[src/rtl/core/kps_pkg.sv]
// shared types and constants for the matrix keypad scanner
`default_nettype none

package kps_pkg;

	localparam int ROWS = 4;
	localparam int COLS = 4;

	localparam int ROW_W = 2;
	localparam int COL_W = 2;
	localparam int SAMPLE_W = 4;
	localparam int CNT_W = 3;

	localparam logic [CNT_W-1:0] COL_COUNT_RESET = CNT_W'(4);
	localparam logic [SAMPLE_W-1:0] SAMPLE_MASK = SAMPLE_W'((1 << COLS) - 1);

	typedef struct packed {
		logic                tick;
		logic [SAMPLE_W-1:0] col_sample;
	} poll_word_t;

	typedef struct packed {
		logic [ROW_W-1:0] row_drive;
		logic             event_valid;
		logic             key_down;
		logic [ROW_W-1:0] event_row;
		logic [COL_W-1:0] event_col;
		logic             last;
	} evt_word_t;

	typedef struct packed {
		logic [ROW_W-1:0]    row;
		logic [SAMPLE_W-1:0] change;
		logic [SAMPLE_W-1:0] sample;
	} pend_t;

endpackage

`default_nettype wire

[src/rtl/core/kps_emit.sv]
// pending register and output register that emit one event word per cycle while evt_ready holds
`default_nettype none

module kps_emit (
	input  wire logic          clk,
	input  wire logic          arst_n,
	input  wire logic          take_valid,
	input  wire kps_pkg::pend_t take,
	output logic               take_ready,
	output logic               evt_valid,
	input  wire logic          evt_ready,
	output kps_pkg::evt_word_t evt
);
	import kps_pkg::*;

	logic             pend_valid_s1;
	pend_t            pend_s1;
	logic             out_valid_q;
	evt_word_t        out_q;
	logic             load;
	logic             found;
	logic [COL_W-1:0] sel;
	logic [SAMPLE_W-1:0] rest;
	logic             fin;

	// lowest changed column first
	always_comb begin
		sel = '0;
		for (int i = COLS - 1; i >= 0; i--) begin
			if (pend_s1.change[i]) begin
				sel = COL_W'(i);
			end
		end
		found = |pend_s1.change;
		rest = pend_s1.change;
		if (found) begin
			rest[sel] = 1'b0;
		end
	end

	assign load = !out_valid_q || evt_ready;
	assign fin = load && pend_valid_s1 && (rest == '0);
	assign take_ready = !pend_valid_s1 || fin;

	always_ff @(posedge clk or negedge arst_n) begin
		if (!arst_n) begin
			pend_valid_s1 <= 1'b0;
			out_valid_q <= 1'b0;
		end else begin
			if (take_ready) begin
				pend_valid_s1 <= take_valid;
			end
			if (load) begin
				out_valid_q <= pend_valid_s1;
			end
		end
	end

	always_ff @(posedge clk) begin
		if (take_ready && take_valid) begin
			pend_s1 <= take;
		end else if (load && pend_valid_s1) begin
			pend_s1.change <= rest;
		end
		if (load && pend_valid_s1) begin
			out_q.row_drive <= pend_s1.row;
			out_q.event_valid <= found;
			out_q.key_down <= found && pend_s1.sample[sel];
			out_q.event_row <= found ? pend_s1.row : '0;
			out_q.event_col <= sel;
			out_q.last <= (rest == '0);
		end
	end

	assign evt_valid = out_valid_q;
	assign evt = out_q;

	a_idle_word_is_last: assert property (@(posedge clk) disable iff (!arst_n)
		out_valid_q && !out_q.event_valid |-> out_q.last)
		else $error("word without event is not marked last");

	a_event_row_matches: assert property (@(posedge clk) disable iff (!arst_n)
		out_valid_q && out_q.event_valid |-> out_q.event_row == out_q.row_drive)
		else $error("event row differs from driven row");

	a_no_event_col_zero: assert property (@(posedge clk) disable iff (!arst_n)
		out_valid_q && !out_q.event_valid |-> out_q.event_col == '0)
		else $error("column set on word without event");

	a_pending_drains: assert property (@(posedge clk) disable iff (!arst_n)
		pend_valid_s1 && load && !take_ready |=> pend_valid_s1 && out_valid_q)
		else $error("pending poll lost before its last word");

endmodule

`default_nettype wire

[src/rtl/core/matrix_keypad_scanner_unit.sv]
// top level of the matrix keypad scanner: scan sequencing, key store and event emission
`default_nettype none

// Each poll word drives the scan sequence one step (stabilise, wait for tick, read until
// two reads agree) and returns one or more event words. A poll that changes no enabled
// key gives one word without event, marked last; a poll that completes a row gives one
// word per changed enabled column, lowest column first, the final one marked last. The
// block takes one poll per cycle while no events are pending and the output is not stalled;
// a poll with N events holds the next poll until its last event word is loaded, since the
// single output register sends one event per cycle while evt_ready is high. The key store
// is cleared at reset directly. col_count may be written only while no poll is in flight.
module matrix_keypad_scanner_unit (
	input  wire logic                        clk,
	input  wire logic                        arst_n,
	input  wire logic                        poll_valid,
	output logic                             poll_ready,
	input  wire kps_pkg::poll_word_t         poll,
	output logic                             evt_valid,
	input  wire logic                        evt_ready,
	output kps_pkg::evt_word_t               evt,
	input  wire logic                        cfg_we,
	input  wire logic [kps_pkg::CNT_W-1:0]   cfg_wdata
);
	import kps_pkg::*;

	typedef enum logic [1:0] {
		PH_STAB = 2'd0,
		PH_WAIT = 2'd1,
		PH_READ = 2'd2
	} phase_t;

	phase_t              phase_q;
	phase_t              phase_d;
	logic [ROW_W-1:0]    row_q;
	logic [ROW_W-1:0]    row_next;
	logic [SAMPLE_W-1:0] prev_q;
	logic                prev_valid_q;
	logic [SAMPLE_W-1:0] key_q [ROWS];
	logic [CNT_W-1:0]    col_count_q;
	logic [CNT_W-1:0]    lim;
	logic [SAMPLE_W-1:0] en_mask;
	logic [SAMPLE_W-1:0] sample;
	logic                accept;
	logic                match;
	logic                done_row;
	pend_t               take;

	assign accept = poll_valid && poll_ready;
	assign sample = poll.col_sample & SAMPLE_MASK;
	assign match = prev_valid_q && (sample == prev_q);
	assign row_next = (row_q == ROW_W'(ROWS - 1)) ? '0 : row_q + 1'b1;
	assign lim = (col_count_q > CNT_W'(COLS)) ? CNT_W'(COLS) : col_count_q;

	always_comb begin
		en_mask = '0;
		for (int i = 0; i < COLS; i++) begin
			en_mask[i] = lim > CNT_W'(i);
		end
	end

	always_comb begin
		done_row = 1'b0;
		unique case (phase_q)
			PH_WAIT: begin
				phase_d = poll.tick ? PH_READ : PH_WAIT;
			end
			PH_READ: begin
				done_row = match;
				phase_d = match ? PH_STAB : PH_WAIT;
			end
			default: begin
				phase_d = PH_WAIT;
			end
		endcase
	end

	always_comb begin
		take.row = row_q;
		take.sample = sample;
		take.change = done_row ? ((sample ^ key_q[row_q]) & en_mask) : '0;
	end

	always_ff @(posedge clk or negedge arst_n) begin
		if (!arst_n) begin
			phase_q <= PH_STAB;
			row_q <= '0;
			prev_q <= '0;
			prev_valid_q <= 1'b0;
			col_count_q <= COL_COUNT_RESET;
			for (int r = 0; r < ROWS; r++) begin
				key_q[r] <= '0;
			end
		end else begin
			if (cfg_we) begin
				col_count_q <= cfg_wdata;
			end
			if (accept) begin
				phase_q <= phase_d;
				unique case (phase_q)
					PH_WAIT: begin
					end
					PH_READ: begin
						if (match) begin
							key_q[row_q] <= sample;
							row_q <= row_next;
						end else begin
							prev_q <= sample;
							prev_valid_q <= 1'b1;
						end
					end
					default: begin
						prev_valid_q <= 1'b0;
					end
				endcase
			end
		end
	end

	kps_emit u_emit (
		.clk        (clk),
		.arst_n     (arst_n),
		.take_valid (poll_valid),
		.take       (take),
		.take_ready (poll_ready),
		.evt_valid  (evt_valid),
		.evt_ready  (evt_ready),
		.evt        (evt)
	);

	a_row_moves_on_read: assert property (@(posedge clk) disable iff (!arst_n)
		accept && phase_q == PH_READ && match |=> phase_q == PH_STAB && row_q != $past(row_q)
			|| ROWS == 1)
		else $error("completed row did not advance");

	a_wait_holds: assert property (@(posedge clk) disable iff (!arst_n)
		accept && phase_q == PH_WAIT && !poll.tick |=> phase_q == PH_WAIT)
		else $error("left wait without tick");

	a_stab_clears_prev: assert property (@(posedge clk) disable iff (!arst_n)
		accept && phase_q != PH_WAIT && phase_q != PH_READ |=> !prev_valid_q)
		else $error("previous sample still valid after stabilise");

endmodule

`default_nettype wire
[config.mk]
export PLATFORM = sky130hd
export DESIGN_NAME = matrix_keypad_scanner_unit
export DESIGN_NICKNAME = d
export VERILOG_FILES = /design/src/rtl/core/kps_pkg.sv /design/src/rtl/core/kps_emit.sv /design/src/rtl/core/matrix_keypad_scanner_unit.sv
export SDC_FILE = /design/constraint.sdc
export NUM_CORES = 1
export LEC_CHECK = 0
export ABC_AREA = 1
export BUFFER_PORTS_ARGS = -buffer_cell sky130_fd_sc_hd__buf_2
export CAP_MARGIN = 20
export CORE_ASPECT_RATIO = 0.6
export CORE_MARGIN = 1
export CORE_UTILIZATION = 35
export DETAILED_ROUTE_END_ITERATION = 8
export HOLD_SLACK_MARGIN = 0.12
export PLACE_DENSITY_LB_ADDON = 0.2
export SYNTH_ARGS = -nofsm -noshare
export SYNTH_HDL_FRONTEND = slang
export SYNTH_SLANG_ARGS = --single-unit
[constraint.sdc]
create_clock -name clk -period 1.8 [get_ports clk]
set_clock_uncertainty 0.15 [all_clocks]
set_input_delay 0.45 -clock clk [delete_from_list [all_inputs] [get_ports clk]]
set_output_delay 0.45 -clock clk [all_outputs]
set_load 0.005 [all_outputs]
==> qor.yml, run 1 <==
status: "finished with violations"
violations: "setup timing"
std_cell_rows: 23
synth_top_family_by_area: "simple AND/OR/NAND/NOR gates"
ff2ff_setup_slack_ns: -0.06
grt_pass1_wl_um: 9540
clock_path_buffers: 2
drt_iter0_drc: 102
synth-simple-area-share: 0.310
combPwrFrac: 0.345
wl_um: 5940
required_ns: 1.20
synth_area_leaders: "dfrtp_1 29%, edfxtp_1 23%, nand2_1 14%"
p_per_area_nw_per_um2: 1410
pwr-share-clk: 0.276
power_uw: 4330
die_y_um: 67.2
vias: 1911
dr.pass1.iters: 4
grt_pass1_vias: 1829
antenna_found_initial: 0
via_per_inst: 4.75
ios: 24
grt_max_degree: 31
overflow: 0
crit_type: "flip-flop to primary output"
wire_per_inst_um: 14.8
ant_nets: 0
hp-class: "primary input to flip-flop"
final_cell_mix: "90 x nand2_1, 29 x dfrtp_1, 24 x inv_1"
h-tree-depth: 2
tns_ns: -0.527
synth_cells: 271
switchingPower_uw: 1420
setup_ws_ns: -0.167
fin_cells: 402
cp_num_buf_inv: 1
synth_largest_area_cell: "dfrtp_1"
synthXorXnorAreaFrac: 0.0106
fmax_mhz: 508
p_seq_frac: 0.379
dpl.cell_count: 390
multi_input_area_um2: 1040
crit_slowest_cell: "edfxtp_1"
synthMuxAreaShare: 0
tightest_slew_ns: 0.688
rsz0062_at_grt: "true"
ff_latch_area_um2: 1320
synth_seq_cells: 49
clk_latency_ns: 0.29
syn_nets: 290
synth-compound-area-share: 0.0479
maxSlewHeadroom: 0.537
maxCapViolations: 0
die_w_um: 111
cp_common_cell: "nor2_4"
setup_viol: 18
initial_core_util: 0.367
intPower_uw: 2910
yosysSeqAreaShare: 0.533
startpoint_type: "flip-flop"
worst_setup_path_end_kind: "primary output"
critical_path_arrival_ns: 1.37
cpPeakStageDelay_ns: 0.45
finalCritPeriodShare: 1.09
drive_above_1_share: 0.248
leakage_uw: 0.00146
drc: 0
gp_congestion: 0.805
finalNetCount: 333
netlist_area_um2: 2480
path_cells: "nor2_4 -> nor2_4 -> nor2_4 -> nand3_4 -> nand2_4 -> buf_6"
core-area_um2: 6760
place_ws_ns: -0.110
yosysWarningCount: 0
layout_commonest_cell: "nand2_1"
clkSlewWorstSetupHoldPaths_ns: 0.07
cts_buffers: 5
post-dp-hpwl_um: 4320
fin_crit_ns: 1.97
syn_avg_cell_area_um2: 9.15
critPathTopFamily: "simple AND/OR/NAND/NOR gates"
clkSinkCount: 49
cts_tree: "done"
yosys.area_share.adder: 0.0303
finalMaxSlewViolations: 0
dieArea_um2: 7440
hold_viol: 0
area_growth_syn_to_layout_pct: 24.2
critPathMaxFanout: 3
cts-root-buf: "clkbuf_16"
port_buffers: 23
grt_use_total: 0.174
fillCellCount: 675
hold_slack_ns: 0.223
yosys.area.top_type_share: 0.293
sw_frac_of_total: 0.328
synth_cell_type_count: 31
antenna_cells: 0
ir_drop_uv: 669
metrics by stage:
step | utilization | area [um^2]
floorplan | - | 2480
global placement | 0.414 | 2800
detailed placement | 0.414 | 2800
CTS | 0.450 | 3050
global route | 0.456 | 3080
finish | 0.456 | 3080
flip-flops by register name, indices dropped and copies added (netlist names):
signal	flops
phase_q	2
prev_q	4
u_emit.pend_valid_s1	1
u_emit.evt	9
prev_valid_q	1
col_count_q	3
key_q	16
row_q	2
u_emit.evt_valid	1
u_emit.pend_s1	10
worst paths after layout:
path / startpoint / to / cells after the start
max: u_emit.pend_s1[4]$_DFFE_PP_ / poll_ready / 6
min reg2reg: u_emit.pend_s1[8]$_DFFE_PN_ / u_emit.evt[7]$_DFFE_PP_ / 0
max in group asynchronous: arst_n / col_count_q[2]$_DFFE_PN1P_ / 3
max reg2reg: u_emit.pend_s1[4]$_DFFE_PP_ / u_emit.pend_s1[5]$_DFFE_PP_ / 9
min in group asynchronous: arst_n / col_count_q[1]$_DFFE_PN0P_ / 3
min: cfg_wdata[1] / col_count_q[1]$_DFFE_PN0P_ / 3
cells in the mapped netlist, drive strengths merged:
master,count
nand2,94
dfrtp,29
inv,27
nand4,20
edfxtp,19
nor2,19
nand3,16
o21ai,16
buf,9
ha,6
a21oi,4
nor3,2
or2,2
xnor2,2
clkinv,1
dfstp,1
nand3b,1
o211ai,1
o21bai,1
xor2,1
power groups by stage:
stage	logic [uW]	registers (uW)	clock network, uW
6_report	1500	1640	1190
4_1_cts	1420	1630	1220
3_5_place_dp	1320	1650	0
3_3_place_gp	1300	1650	0
5_1_grt	1650	1680	1280
2_1_floorplan	769	1640	0
cells by family after synthesis:
family | after synthesis
AO/OA/AOI/OAI | 22
XOR/XNOR | 3
buffers and inverters | 37
adder cells (fa/ha/maj) | 6
flip-flops | 49
AND/OR/NAND/NOR | 154
routing by layer:
layer  GRT usage  share of wire  vias to the layer above
li1            -              -                      974
met4      0.0450         0.0081                        0
met1       0.273           0.57                      895
met2       0.231           0.38                       35
met5           0              0                        -
met3      0.0440          0.041                        7
final cells by class:
type                    instances  share of cell area
well taps                      87              0.0353
clock buffers                   5              0.0406
multi-input cells             185               0.336
inverters                      28              0.0353
clock inverters                 3              0.0211
flip-flops and latches         49               0.429
repair buffers                 45               0.102
worst reg2reg max path, stage by stage, from the launching register on:
cell      delay (ns)
edfxtp_1        0.45
nor2_4          0.19
nor2_4          0.06
nor2_4          0.12
nand3_4         0.09
nand2_4         0.08
buf_4           0.19
nand2_4         0.12
nand2_1         0.08
o21ai_1         0.07
what timing repair did:
action / in CTS / in global routing
hold buffers: 1 / 0
endpoints found under the hold margin: 29 / 0
gates resized for setup: 6 / 7
setup buffers: 2 / 1
pin swaps: 3 / 5
setup endpoints to repair: 2 / 36
Note: power is estimated with default switching activity, not from simulation.
==> run 2, diff against run 1 <==
SETUP_SLACK_MARGIN = 0.05   (was not set)
clock period = 1.67 ns   (was 1.8 ns; I/O delays follow)
==> run 2 against run 1 <==
Compared with the run above:
- the run still ends with setup timing left
- non-clock buffer count up 3
- largest power group unchanged
- largest cell class unchanged
- register-to-register slack worse by 0.16 ns
- worst hold slack worse by 0.056 ns
- clock power down 13%
- global-route usage down 0.36 points
- critical path depth unchanged
- sequential share of layout area about the same
- count of clock-buffer cells in the layout unchanged
- setup slack worse by 0.11 ns
- cell count up 0.75%
- via count down 0.58%
==> qor.yml, run 2 (synthesis results as in run 1) <==
cts_tree: "done"
use_met1: 0.263
antenna_cells: 0
drc: 0
clk_latency_ns: 0.30
core-area_um2: 6760
final_cell_mix: "90 x nand2_1, 29 x dfrtp_1, 24 x inv_1"
dpl.cell_count: 392
violations: "setup timing"
tightest_slew_ns: 0.619
drive_above_1_share: 0.255
clkSinkCount: 49
cts_buffers: 5
ant_nets: 0
overflow: 0
use_met2: 0.228
fin_cells: 405
largest_register_ffs: 16
required_ns: 1.10
finalMaxSlewViolations: 0
tns_ns: -6.41
fin_crit_ns: 1.95
p_per_area_nw_per_um2: 1430
crit_type: "flip-flop to primary output"
dr.pass1.iters: 4
busiest_layer: "met1"
dieArea_um2: 7440
startpoint_type: "flip-flop"
final_core_util: 0.455
post-dp-hpwl_um: 4150
finalCritPeriodShare: 1.17
critical_path_arrival_ns: 1.38
grt_max_degree: 31
initial_core_util: 0.367
ios: 24
maxSlewHeadroom: 0.583
status: "finished with violations"
wl_um: 5760
grt_pass1_wl_um: 9430
leakage_uw: 0.00147
maxCapViolations: 0
port_buffers: 23
grtUsageMet3: 0.0440
stdcell_area_um2: 3080
ir_drop_uv: 733
area_growth_syn_to_layout_pct: 24.1
grt_use_total: 0.170
clock_path_buffers: 2
grt_pass1_vias: 1761
via_per_inst: 4.69
min_path_cells: 3
wire_per_inst_um: 14.2
finalNetCount: 336
place_area_um2: 2810
layout_commonest_cell: "nand2_1"
setup_ws_ns: -0.277
clkSlewWorstSetupHoldPaths_ns: 0.07
r2r_cells: 10
die_w_um: 111
setup_viol: 36
top_register: "key_q"
fillCellCount: 669
hold_viol: 0
worst_setup_path_end_kind: "primary output"
gp_congestion: 0.812
hp-class: "primary input to flip-flop"
cts-root-buf: "clkbuf_16"
rsz0062_at_grt: "true"
std_cell_rows: 23
h-tree-depth: 2
fmax_mhz: 514
drt_iter0_drc: 113
vias: 1900
antenna_found_initial: 0
hold_slack_ns: 0.167
critPathMaxFanout: 3
die_y_um: 67.2
## run 2: critical path, cell delays in order (launching register included)
cell	delay, ns
edfxtp_1	0.45
nor2_4	0.16
nor2_2	0.05
nor2_2	0.13
nand3_4	0.10
nand2_4	0.09
buf_6	0.09
## run 2: final cells by class
class,instances,area [um^2],area share
Tap cell,87,109,0.0354
Clock inverter,3,21.3,0.00691
Timing Repair Buffer,48,357,0.116
Sequential cell,49,1320,0.430
Clock buffer,5,125,0.0407
Multi-Input combinational cell,185,1040,0.337
Inverter,28,106,0.0346
## run 2: routing by layer
| layer | routed length (um) | vias up |
|---|---|---|
| met5 | 0 | - |
| met4 | 68 | 0 |
| met3 | 341 | 8 |
| met2 | 2200 | 44 |
| met1 | 3160 | 870 |
| li1 | - | 978 |
## run 2: worst paths after layout
path	startpoint	to	slack [ns]
worst min-delay path	cfg_wdata[2]	col_count_q[2]$_DFFE_PN1P_	0.17
worst max register to register	u_emit.pend_s1[4]$_DFFE_PP_	key_q[7]$_DFFE_PN0P_	-0.22
worst min register to register	u_emit.pend_s1[9]$_DFFE_PN_	u_emit.evt[8]$_DFFE_PP_	0.32
max in group asynchronous	arst_n	col_count_q[2]$_DFFE_PN1P_	0.55
min in group asynchronous	arst_n	u_emit.evt_valid$_DFFE_PN0P_	0.51
worst max-delay path	u_emit.pend_s1[4]$_DFFE_PP_	poll_ready	-0.28
## run 2: power breakdown
part	leakage, uW	internal [uW]	switching (uW)
clock network	0.0000702	558	467
registers	0.000566	1620	148
logic	0.000835	695	907
## run 2: repair_timing
action / in CTS / in global routing
endpoints found under the setup margin: 34 / 37
pin swaps: 6 / 5
cloned: 1 / 0
resized for setup: 6 / 4
endpoints found under the hold margin: 29 / 0
hold buffers: 1 / 0
buffers inserted: 3 / 0
## run 2: per-stage QoR
| stage | total power (uW) | worst slack (ns) |
|---|---|---|
| floorplan | 2620 | 0.0521 |
| global placement | 3100 | -0.102 |
| detailed placement | 3120 | -0.120 |
| CTS | 4390 | -0.271 |
| global route | 4680 | -0.354 |
| finish | 4400 | -0.277 |
